**config.mk**
```make
export PLATFORM = sky130hd
export DESIGN_NAME = escape_sequence_decoder_core_flat
export DESIGN_NICKNAME = d
export VERILOG_FILES = /design/src/rtl/esd_pkg.sv /design/src/rtl/esd_in_if.sv /design/src/rtl/esd_out_if.sv /design/src/rtl/esd_step.sv /design/src/rtl/esd_result_queue.sv /design/src/rtl/escape_sequence_decoder_core.sv /design/src/flat_wrapper.sv
export SDC_FILE = /design/constraint.sdc
export NUM_CORES = 1
export LEC_CHECK = 0
export BUFFER_PORTS_ARGS = -buffer_cell sky130_fd_sc_hd__buf_2
export CAP_MARGIN = 20
export CORE_MARGIN = 8
export CORE_UTILIZATION = 25
export DETAILED_ROUTE_END_ITERATION = 16
export SLEW_MARGIN = 20
export SYNTH_ARGS = -nofsm -noshare
export SYNTH_HDL_FRONTEND = slang
export SYNTH_SLANG_ARGS = --single-unit
```
**constraint.sdc**
```tcl
create_clock -name clk -period 3.75 [get_ports clk]
set_input_delay 0.1875 -clock clk [delete_from_list [all_inputs] [get_ports clk]]
set_output_delay 0.1875 -clock clk [all_outputs]
set_load 0.005 [all_outputs]
```
**src/rtl/esd_pkg.sv**
```systemverilog
// shared types, codes and constants of the escape sequence decoder
package esd_pkg;

    // escape mode codes
    localparam logic [2:0] MODE_IDLE = 3'd0;
    localparam logic [2:0] MODE_BSL  = 3'd1;
    localparam logic [2:0] MODE_DEC  = 3'd2;
    localparam logic [2:0] MODE_OCT  = 3'd3;
    localparam logic [2:0] MODE_HEX  = 3'd4;

    // error codes
    localparam logic [2:0] ERR_NONE   = 3'd0;
    localparam logic [2:0] ERR_ESCAPE = 3'd1;
    localparam logic [2:0] ERR_NO_DEC = 3'd2;
    localparam logic [2:0] ERR_NO_OCT = 3'd3;
    localparam logic [2:0] ERR_NO_HEX = 3'd4;

    // characters
    localparam logic [7:0] CHR_BSL   = 8'h5c;
    localparam logic [7:0] CHR_B     = 8'h62;
    localparam logic [7:0] CHR_E     = 8'h65;
    localparam logic [7:0] CHR_F     = 8'h66;
    localparam logic [7:0] CHR_N     = 8'h6e;
    localparam logic [7:0] CHR_R     = 8'h72;
    localparam logic [7:0] CHR_T     = 8'h74;
    localparam logic [7:0] CHR_V     = 8'h76;
    localparam logic [7:0] CHR_SQ    = 8'h27;
    localparam logic [7:0] CHR_DQ    = 8'h22;
    localparam logic [7:0] CHR_D     = 8'h64;
    localparam logic [7:0] CHR_O     = 8'h6f;
    localparam logic [7:0] CHR_X     = 8'h78;
    localparam logic [7:0] CHR_ZERO  = 8'h30;
    localparam logic [7:0] CHR_NINE  = 8'h39;
    localparam logic [7:0] CHR_SEVEN = 8'h37;
    localparam logic [7:0] CHR_LOW_A = 8'h61;
    localparam logic [7:0] CHR_LOW_F = 8'h66;

    // decoded values of the fixed escapes
    localparam logic [7:0] VAL_B  = 8'h08;
    localparam logic [7:0] VAL_E  = 8'h1b;
    localparam logic [7:0] VAL_F  = 8'h0c;
    localparam logic [7:0] VAL_N  = 8'h0a;
    localparam logic [7:0] VAL_R  = 8'h0d;
    localparam logic [7:0] VAL_T  = 8'h09;
    localparam logic [7:0] VAL_V  = 8'h0b;
    localparam logic [7:0] VAL_MAX = 8'hff;

    // result queue depth
    localparam int RQ_DEPTH = 4;

    // one decoded result
    typedef struct packed {
        logic [7:0] value;
        logic [2:0] err;
        logic       last;
    } esd_result_t;

    // results caused by one input transaction
    typedef struct packed {
        logic [1:0]  count;
        esd_result_t r0;
        esd_result_t r1;
    } esd_batch_t;

    // no-digit error for a number mode
    function automatic logic [2:0] no_digit_err(input logic [2:0] mode);
        logic [2:0] err;
        unique case (mode)
            MODE_DEC: err = ERR_NO_DEC;
            MODE_OCT: err = ERR_NO_OCT;
            default:  err = ERR_NO_HEX;
        endcase
        return err;
    endfunction

endpackage

```
**src/rtl/esd_in_if.sv**
```systemverilog
// input channel: source bytes with end-of-input mark
interface esd_in_if;
    logic       valid;
    logic       ready;
    logic [7:0] in_byte;
    logic       end_of_input;

    modport source (output valid, output in_byte, output end_of_input, input ready);
    modport sink (input valid, input in_byte, input end_of_input, output ready);
endinterface

```
**src/rtl/esd_out_if.sv**
```systemverilog
// output channel: decoded bytes with error code and last flag
interface esd_out_if;
    logic       valid;
    logic       ready;
    logic [7:0] out_byte;
    logic [2:0] error_code;
    logic       last;

    modport source (output valid, output out_byte, output error_code, output last,
                    input ready);
    modport sink (input valid, input out_byte, input error_code, input last,
                  output ready);
endinterface

```
**src/rtl/esd_step.sv**
```systemverilog
// escape state registers and per-byte decode into up to two results
module esd_step
    import esd_pkg::*;
(
    input  logic       clk,
    input  logic       rst_n,
    input  logic       accept,
    input  logic [7:0] in_byte,
    input  logic       end_of_input,
    output esd_batch_t batch
);

    logic [2:0]  mode_reg, mode_next;
    logic [7:0]  acc_reg, acc_next;
    logic        seen_reg, seen_next;

    logic        is_num;
    logic        dig_ok;
    logic [3:0]  dig_val;
    logic [11:0] scaled;
    logic [11:0] sum;

    // candidate results: first phase, fresh byte after a number, flush
    logic        a_v, b_v, e_v;
    esd_result_t a_r, b_r, e_r;

    assign is_num = (mode_reg == MODE_DEC) || (mode_reg == MODE_OCT)
                 || (mode_reg == MODE_HEX);

    // digit recognition for the current base
    always_comb
    begin
        dig_ok  = 1'b0;
        dig_val = 4'd0;
        if (in_byte >= CHR_ZERO && in_byte <= CHR_NINE)
        begin
            dig_val = 4'(in_byte - CHR_ZERO);
            dig_ok  = (mode_reg != MODE_OCT) || (in_byte <= CHR_SEVEN);
        end
        else if (mode_reg == MODE_HEX && in_byte >= CHR_LOW_A && in_byte <= CHR_LOW_F)
        begin
            dig_val = 4'(in_byte - CHR_LOW_A + 8'd10);
            dig_ok  = 1'b1;
        end
    end

    // accumulator times base as shifts and adds
    always_comb
    begin
        case (mode_reg)
            MODE_DEC: scaled = {1'b0, acc_reg, 3'b000} + {3'b000, acc_reg, 1'b0};
            MODE_OCT: scaled = {1'b0, acc_reg, 3'b000};
            default:  scaled = {acc_reg, 4'b0000};
        endcase
        sum = scaled + {8'd0, dig_val};
    end

    // next state and candidate results
    always_comb
    begin
        mode_next = mode_reg;
        acc_next  = acc_reg;
        seen_next = seen_reg;
        a_v = 1'b0;
        b_v = 1'b0;
        e_v = 1'b0;
        a_r = '0;
        b_r = '0;
        e_r = '0;

        if (mode_reg == MODE_BSL)
        begin
            // escape letter
            mode_next = MODE_IDLE;
            a_v       = 1'b1;
            a_r.err   = ERR_NONE;
            unique case (in_byte)
                CHR_B:  a_r.value = VAL_B;
                CHR_E:  a_r.value = VAL_E;
                CHR_F:  a_r.value = VAL_F;
                CHR_N:  a_r.value = VAL_N;
                CHR_R:  a_r.value = VAL_R;
                CHR_T:  a_r.value = VAL_T;
                CHR_V:  a_r.value = VAL_V;
                CHR_SQ: a_r.value = CHR_SQ;
                CHR_DQ: a_r.value = CHR_DQ;
                CHR_D:
                begin
                    a_v = 1'b0;
                    mode_next = MODE_DEC;
                end
                CHR_O:
                begin
                    a_v = 1'b0;
                    mode_next = MODE_OCT;
                end
                CHR_X:
                begin
                    a_v = 1'b0;
                    mode_next = MODE_HEX;
                end
                default: a_r.err = ERR_ESCAPE;
            endcase
            if (!a_v)
            begin
                acc_next  = 8'd0;
                seen_next = 1'b0;
            end
        end
        else if (is_num && dig_ok)
        begin
            // another digit, saturating
            acc_next  = (sum > 12'd255) ? VAL_MAX : sum[7:0];
            seen_next = 1'b1;
        end
        else
        begin
            // number closed by a non-digit
            if (is_num)
            begin
                a_v       = 1'b1;
                a_r.value = seen_reg ? acc_reg : 8'd0;
                a_r.err   = seen_reg ? ERR_NONE : no_digit_err(mode_reg);
                acc_next  = 8'd0;
                seen_next = 1'b0;
            end
            // fresh byte
            if (in_byte == CHR_BSL)
            begin
                mode_next = MODE_BSL;
            end
            else
            begin
                mode_next = MODE_IDLE;
                b_v       = 1'b1;
                b_r.value = in_byte;
                b_r.err   = ERR_NONE;
            end
        end

        // flush at end of input
        if (end_of_input)
        begin
            if (mode_next == MODE_BSL)
            begin
                e_v     = 1'b1;
                e_r.err = ERR_ESCAPE;
            end
            else if (mode_next == MODE_DEC || mode_next == MODE_OCT
                     || mode_next == MODE_HEX)
            begin
                e_v       = 1'b1;
                e_r.value = seen_next ? acc_next : 8'd0;
                e_r.err   = seen_next ? ERR_NONE : no_digit_err(mode_next);
                acc_next  = 8'd0;
                seen_next = 1'b0;
            end
            mode_next = MODE_IDLE;
        end
    end

    // pack the valid candidates in order
    always_comb
    begin
        batch = '0;
        if (a_v)
        begin
            batch.r0 = a_r;
            batch.r1 = b_v ? b_r : e_r;
        end
        else if (b_v)
        begin
            batch.r0 = b_r;
            batch.r1 = e_r;
        end
        else
        begin
            batch.r0 = e_r;
            batch.r1 = e_r;
        end
        batch.count = 2'({1'b0, a_v} + {1'b0, b_v} + {1'b0, e_v});
        batch.r0.last = (batch.count == 2'd1);
        batch.r1.last = 1'b1;
    end

    // escape state
    always_ff @(posedge clk or negedge rst_n)
    begin
        if (!rst_n)
        begin
            mode_reg <= MODE_IDLE;
            acc_reg  <= 8'd0;
            seen_reg <= 1'b0;
        end
        else if (accept)
        begin
            mode_reg <= mode_next;
            acc_reg  <= acc_next;
            seen_reg <= seen_next;
        end
    end

endmodule

```
**src/rtl/esd_result_queue.sv**
```systemverilog
// small result queue: takes up to two results per cycle, gives one per cycle while out_ready is high
module esd_result_queue
    import esd_pkg::*;
(
    input  logic        clk,
    input  logic        rst_n,
    input  logic        push,
    input  esd_batch_t  batch,
    output logic        room,
    output logic        out_valid,
    input  logic        out_ready,
    output esd_result_t out_data
);

    localparam int PTR_W = $clog2(RQ_DEPTH);
    localparam int CNT_W = $clog2(RQ_DEPTH + 1);

    esd_result_t        entry_reg [RQ_DEPTH];
    logic [PTR_W-1:0]   wr_ptr_reg, rd_ptr_reg;
    logic [CNT_W-1:0]   count_reg, count_next;
    logic [1:0]         n_push;
    logic               pop;

    assign n_push    = push ? batch.count : 2'd0;
    assign pop       = out_valid && out_ready;
    assign out_valid = (count_reg != '0);
    assign out_data  = entry_reg[rd_ptr_reg];
    assign room      = (count_reg <= CNT_W'(RQ_DEPTH - 2));
    assign count_next = count_reg + CNT_W'(n_push) - CNT_W'(pop);

    // entry storage
    always_ff @(posedge clk)
    begin
        if (n_push != 2'd0)
        begin
            entry_reg[wr_ptr_reg] <= batch.r0;
        end
        if (n_push == 2'd2)
        begin
            entry_reg[wr_ptr_reg + PTR_W'(1)] <= batch.r1;
        end
    end

    // pointers and fill count
    always_ff @(posedge clk or negedge rst_n)
    begin
        if (!rst_n)
        begin
            wr_ptr_reg <= '0;
            rd_ptr_reg <= '0;
            count_reg  <= '0;
        end
        else
        begin
            wr_ptr_reg <= wr_ptr_reg + PTR_W'(n_push);
            if (pop)
            begin
                rd_ptr_reg <= rd_ptr_reg + PTR_W'(1);
            end
            count_reg <= count_next;
        end
    end

endmodule

```
**src/rtl/escape_sequence_decoder_core.sv**
```systemverilog
// top level of the escape sequence decoder
//
//  channel | dir | payload                          | handshake
//  in_ch   | in  | in_byte[7:0], end_of_input       | valid/ready
//  out_ch  | out | out_byte[7:0], error_code[2:0],  | valid/ready
//          |     | last                             |
//
// one input transaction per cycle is taken while in_ch.ready is high; it gives
// zero, one or two results; the escape state updates in the accept cycle,
// results are written to a four-entry result queue and leave one per cycle
// while out_ch.ready is high; in_ch.ready is low with under two free entries
// reset (rst_n low) returns to no pending escape and empties the queue
module escape_sequence_decoder_core
    import esd_pkg::*;
(
    input  logic clk,
    input  logic rst_n,
    esd_in_if.sink    in_ch,
    esd_out_if.source out_ch
);

    esd_batch_t  batch;
    esd_result_t head;
    logic        room;
    logic        accept;

    assign in_ch.ready = room;
    assign accept      = in_ch.valid && room;

    // per-byte decode with escape state
    esd_step u_step (
        .clk          (clk),
        .rst_n        (rst_n),
        .accept       (accept),
        .in_byte      (in_ch.in_byte),
        .end_of_input (in_ch.end_of_input),
        .batch        (batch)
    );

    // result queue
    esd_result_queue u_queue (
        .clk       (clk),
        .rst_n     (rst_n),
        .push      (accept),
        .batch     (batch),
        .room      (room),
        .out_valid (out_ch.valid),
        .out_ready (out_ch.ready),
        .out_data  (head)
    );

    assign out_ch.out_byte   = head.value;
    assign out_ch.error_code = head.err;
    assign out_ch.last       = head.last;

endmodule
```
**src/flat_wrapper.sv**
```systemverilog
// flat-port wrapper written by rule: the top's interface ports become plain ports
module escape_sequence_decoder_core_flat import esd_pkg::*;
  (clk, rst_n, in_ch_valid, in_ch_in_byte, in_ch_end_of_input, in_ch_ready, out_ch_valid, out_ch_out_byte, out_ch_error_code, out_ch_last, out_ch_ready);
  esd_in_if in_ch_i ();
  esd_out_if out_ch_i ();
  input  logic clk;
  input  logic rst_n;
  input wire logic [$bits(in_ch_i.valid)-1:0] in_ch_valid;
  input wire logic [$bits(in_ch_i.in_byte)-1:0] in_ch_in_byte;
  input wire logic [$bits(in_ch_i.end_of_input)-1:0] in_ch_end_of_input;
  output wire logic [$bits(in_ch_i.ready)-1:0] in_ch_ready;
  output wire logic [$bits(out_ch_i.valid)-1:0] out_ch_valid;
  output wire logic [$bits(out_ch_i.out_byte)-1:0] out_ch_out_byte;
  output wire logic [$bits(out_ch_i.error_code)-1:0] out_ch_error_code;
  output wire logic [$bits(out_ch_i.last)-1:0] out_ch_last;
  input wire logic [$bits(out_ch_i.ready)-1:0] out_ch_ready;
  assign in_ch_i.valid = in_ch_valid;
  assign in_ch_i.in_byte = in_ch_in_byte;
  assign in_ch_i.end_of_input = in_ch_end_of_input;
  assign in_ch_ready = in_ch_i.ready;
  assign out_ch_valid = out_ch_i.valid;
  assign out_ch_out_byte = out_ch_i.out_byte;
  assign out_ch_error_code = out_ch_i.error_code;
  assign out_ch_last = out_ch_i.last;
  assign out_ch_i.ready = out_ch_ready;
  escape_sequence_decoder_core u_core (.clk(clk), .rst_n(rst_n), .in_ch(in_ch_i), .out_ch(out_ch_i));
endmodule
```
==> results.toml <==
[status]
outcome = "finished with violations"
violations = "setup timing"

[timing]
finalWorstSetupSlack_ns = -0.0816
max_slew_margin_pct = 39.6
post-route-period-util_pct = 102
setup-violations-final = 21
final_max_slew_viol_count = 0
fmax_mhz = 261
period_needed_ns = 3.83
worstMarginPinSlew_ns = 0.905
rsz0062_at_grt = "true"
finClkSkew_ns = 0.0102
final-hold-violation-count = 0

[setup_path]
critPathCaptureType = "flop"
crit_arrival_ns = 4.04
rr_worst_depth = 17
crit_start = "u_core.u_step.mode_reg[1]"
cp-start-kind = "flop"
crit_required_ns = 3.96
r2r_end = "u_core.u_queue.entry_reg[1][5]"
criticalPathCategory = "reg -> reg"
r2r_slack_ns = -0.08
r2r_start = "u_core.u_step.mode_reg[1]"
cp_max_fo = 7
worstSetupEndpoint = "u_core.u_queue.entry_reg[1][5]"

[yosys]
synth-seq-cells = 67
yosysSeqAreaShare_pct = 35.7
yosysWarnings = 0
synth_cell_types = 93
synth_top_area_share_pct = 25.1
synth_flop_cell = "edfxtp_1"
yosysTopAreaCell = "edfxtp_1"
syn_nets = 566
syn_avg_cell_area_sq_um = 9.90
synth_edf_count = 44
syn_inst = 531
yosysMostFrequentCell = "nand2_1"
synthTopCellsByCount = "nand2_1, edfxtp_1, nor2_1"
synth_area_leaders = "edfxtp_1, dfrtp_1, mux4_2"
syn_area_sq_um = 5260
synth-async-reset-ratio_pct = 28.4

[global_routing]
grt_pass1_wl_um = 26200
track_usage_pct = 12.8
grt_antenna_before_repair = 0
overflow = 0
grt_max_degree = 20
grt_pass1_vias = 4693

[die]
initial_core_util_pct = 25.3
rows = 53
core-area_sq_um = 20800
die_h_um = 161
ios = 27
die_w_um = 161
fp.dieArea_sq_um = 25900

[job]
max_cap_violations = 0

[place]
numPortBuffers = 26
dp_hpwl_um = 12700
place_area_sq_um = 6370
place_congestion = 0.897

[clocking]
insertion_delay_ns = 0.35
cts_root_buf = "clkbuf_16"
path_clk_slew_ns = 0.06
htreeDepth = 3
numCtsBuffers = 9
cts_buffer_depth = 2
cts_sinks = 67
cts_tree = "done"

[cells_and_area]
multi_input_area_sq_um = 3590
fillers = 2102
diodes = 0
area_growth_pct = 37.7
largest_reg_flops = 48
utilization_pct = 34.8
final_layout_size_suffix_gt1_share_pct = 40.2
final_area_sq_um = 7240
nets = 690
seq_area_sq_um = 1880

[drt]
num_vias = 4869
wl_per_cell_um = 18.2
top_layer_used = "met4"
route.detailed.drc = 0
route.met2.wl_um = 8250
routed_wl_um = 17000
met1_length_um = 7570
antenna_left = 0
routed-wl-met3_um = 800
viasPerCell = 5.21
firstDrtPassIters = 5
drt_iter0_drc = 252

[worst_hold_path]
min_from = "out_ch_ready"
hp-class = "in -> reg"

[power_and_ir_drop]
power_mw = 2.90
p_leak_nw = 2.68
peakVddDrop_mv = 0.178
powerDensity_nw_per_um2 = 400
[worst min path at each step]
stage	to	depth (start not counted)	slack, ns
2_1_floorplan	u_core.u_queue.count_reg[0]	0	-0.11
3_3_place_gp	u_core.u_queue.count_reg[2]	1	0.21
3_5_place_dp	u_core.u_step.mode_reg[0]	1	0.21
4_1_cts	u_core.u_queue.rd_ptr_reg[0]	3	0.24
5_1_grt	u_core.u_step.mode_reg[1]	3	0.32
6_report	u_core.u_queue.rd_ptr_reg[0]	3	0.29
[per-layer routing]
layer	vias up	global-route usage, %
li1	2302	-
met1	2373	16.2
met2	155	21.2
met3	39	2.52
met4	0	4.92
met5	-	0
[cell type report]
class                      instances  area share (%)
clock buffer                      10            3.16
inverter                          21            1.30
timing repair buffer             139            14.4
clock inverter                     6           0.916
sequential                        67            25.9
multi-input combinational        417            49.5
tap                              275            4.75
[metrics by stage]
stage | TNS [ns] | setup slack, ns | hold WS (ns) | cells
floorplan | -0.371 | -0.148 | -0.108 | 531
global placement | -5.29 | -0.253 | 0.206 | 901
detailed placement | -12.03 | -0.366 | 0.207 | 901
CTS | -0.511 | -0.0767 | 0.240 | 926
global route | -6.09 | -0.259 | 0.321 | 935
finish | -0.722 | -0.0816 | 0.292 | 935
[cell usage in the layout, fill, tap and decap left out, types with 6 or more instances in the layout]
cell	Yosys	final
buf_4	4	97
nand2_1	53	52
nor2_1	44	40
buf_6	1	14
a22o_1	20	20
o22ai_1	17	10
buf_2	7	26
nor2b_1	10	8
nand3_1	10	6
ha_1	18	13
nor2_4	4	6
nor3_1	9	7
o21ai_1	6	6
dfrtp_1	19	19
and2_1	8	7
mux4_2	12	12
clkbuf_16	0	9
a21o_1	10	10
o21ai_0	11	10
edfxtp_1	44	44
a21oi_1	37	33
o22ai_2	0	7
xnor2_1	8	8
inv_1	19	12
nand2b_1	8	8
[worst max-delay path: stages, from the launching register on]
cell	delay, ns
dfrtp_1	0.39
or3b_4	0.43
nor3_4	0.15
and2_4	0.18
buf_6	0.09
a22o_1	0.12
ha_2	0.19
inv_2	0.04
fa_2	0.34
nor2b_2	0.12
o22a_1	0.19
nand3_4	0.12
o311a_4	0.36
o21a_4	0.16
buf_6	0.13
o211ai_4	0.22
a221o_1	0.27
a22o_1	0.20
[where the power goes]
group	switching (mW)	total, mW	internal (mW)
clock	0.330	0.844	0.514
sequential	0.149	1.08	0.933
combinational	0.476	0.973	0.497
[logic make-up after synthesis]
kind of cell / Yosys count / synth area share [%]
flip-flops: 67 / 35.7
buffers and inverters: 47 / 4.16
AND/OR/NAND/NOR: 191 / 20.6
multiplexers: 16 / 5.90
adder cells (fa/ha/maj): 22 / 5.81
XOR/XNOR: 12 / 2.00
AO/OA/AOI/OAI: 176 / 25.8
[timing repair]
| item | in CTS | in global routing |
|---|---|---|
| endpoints found under the hold margin | 19 | 0 |
| pin swaps | 16 | 41 |
| resized for setup | 25 | 63 |
| hold buffers | 1 | 0 |
| setup endpoints to repair | 31 | 80 |
| buffers inserted | 8 | 14 |
Note: power is estimated with default switching activity, not from simulation.
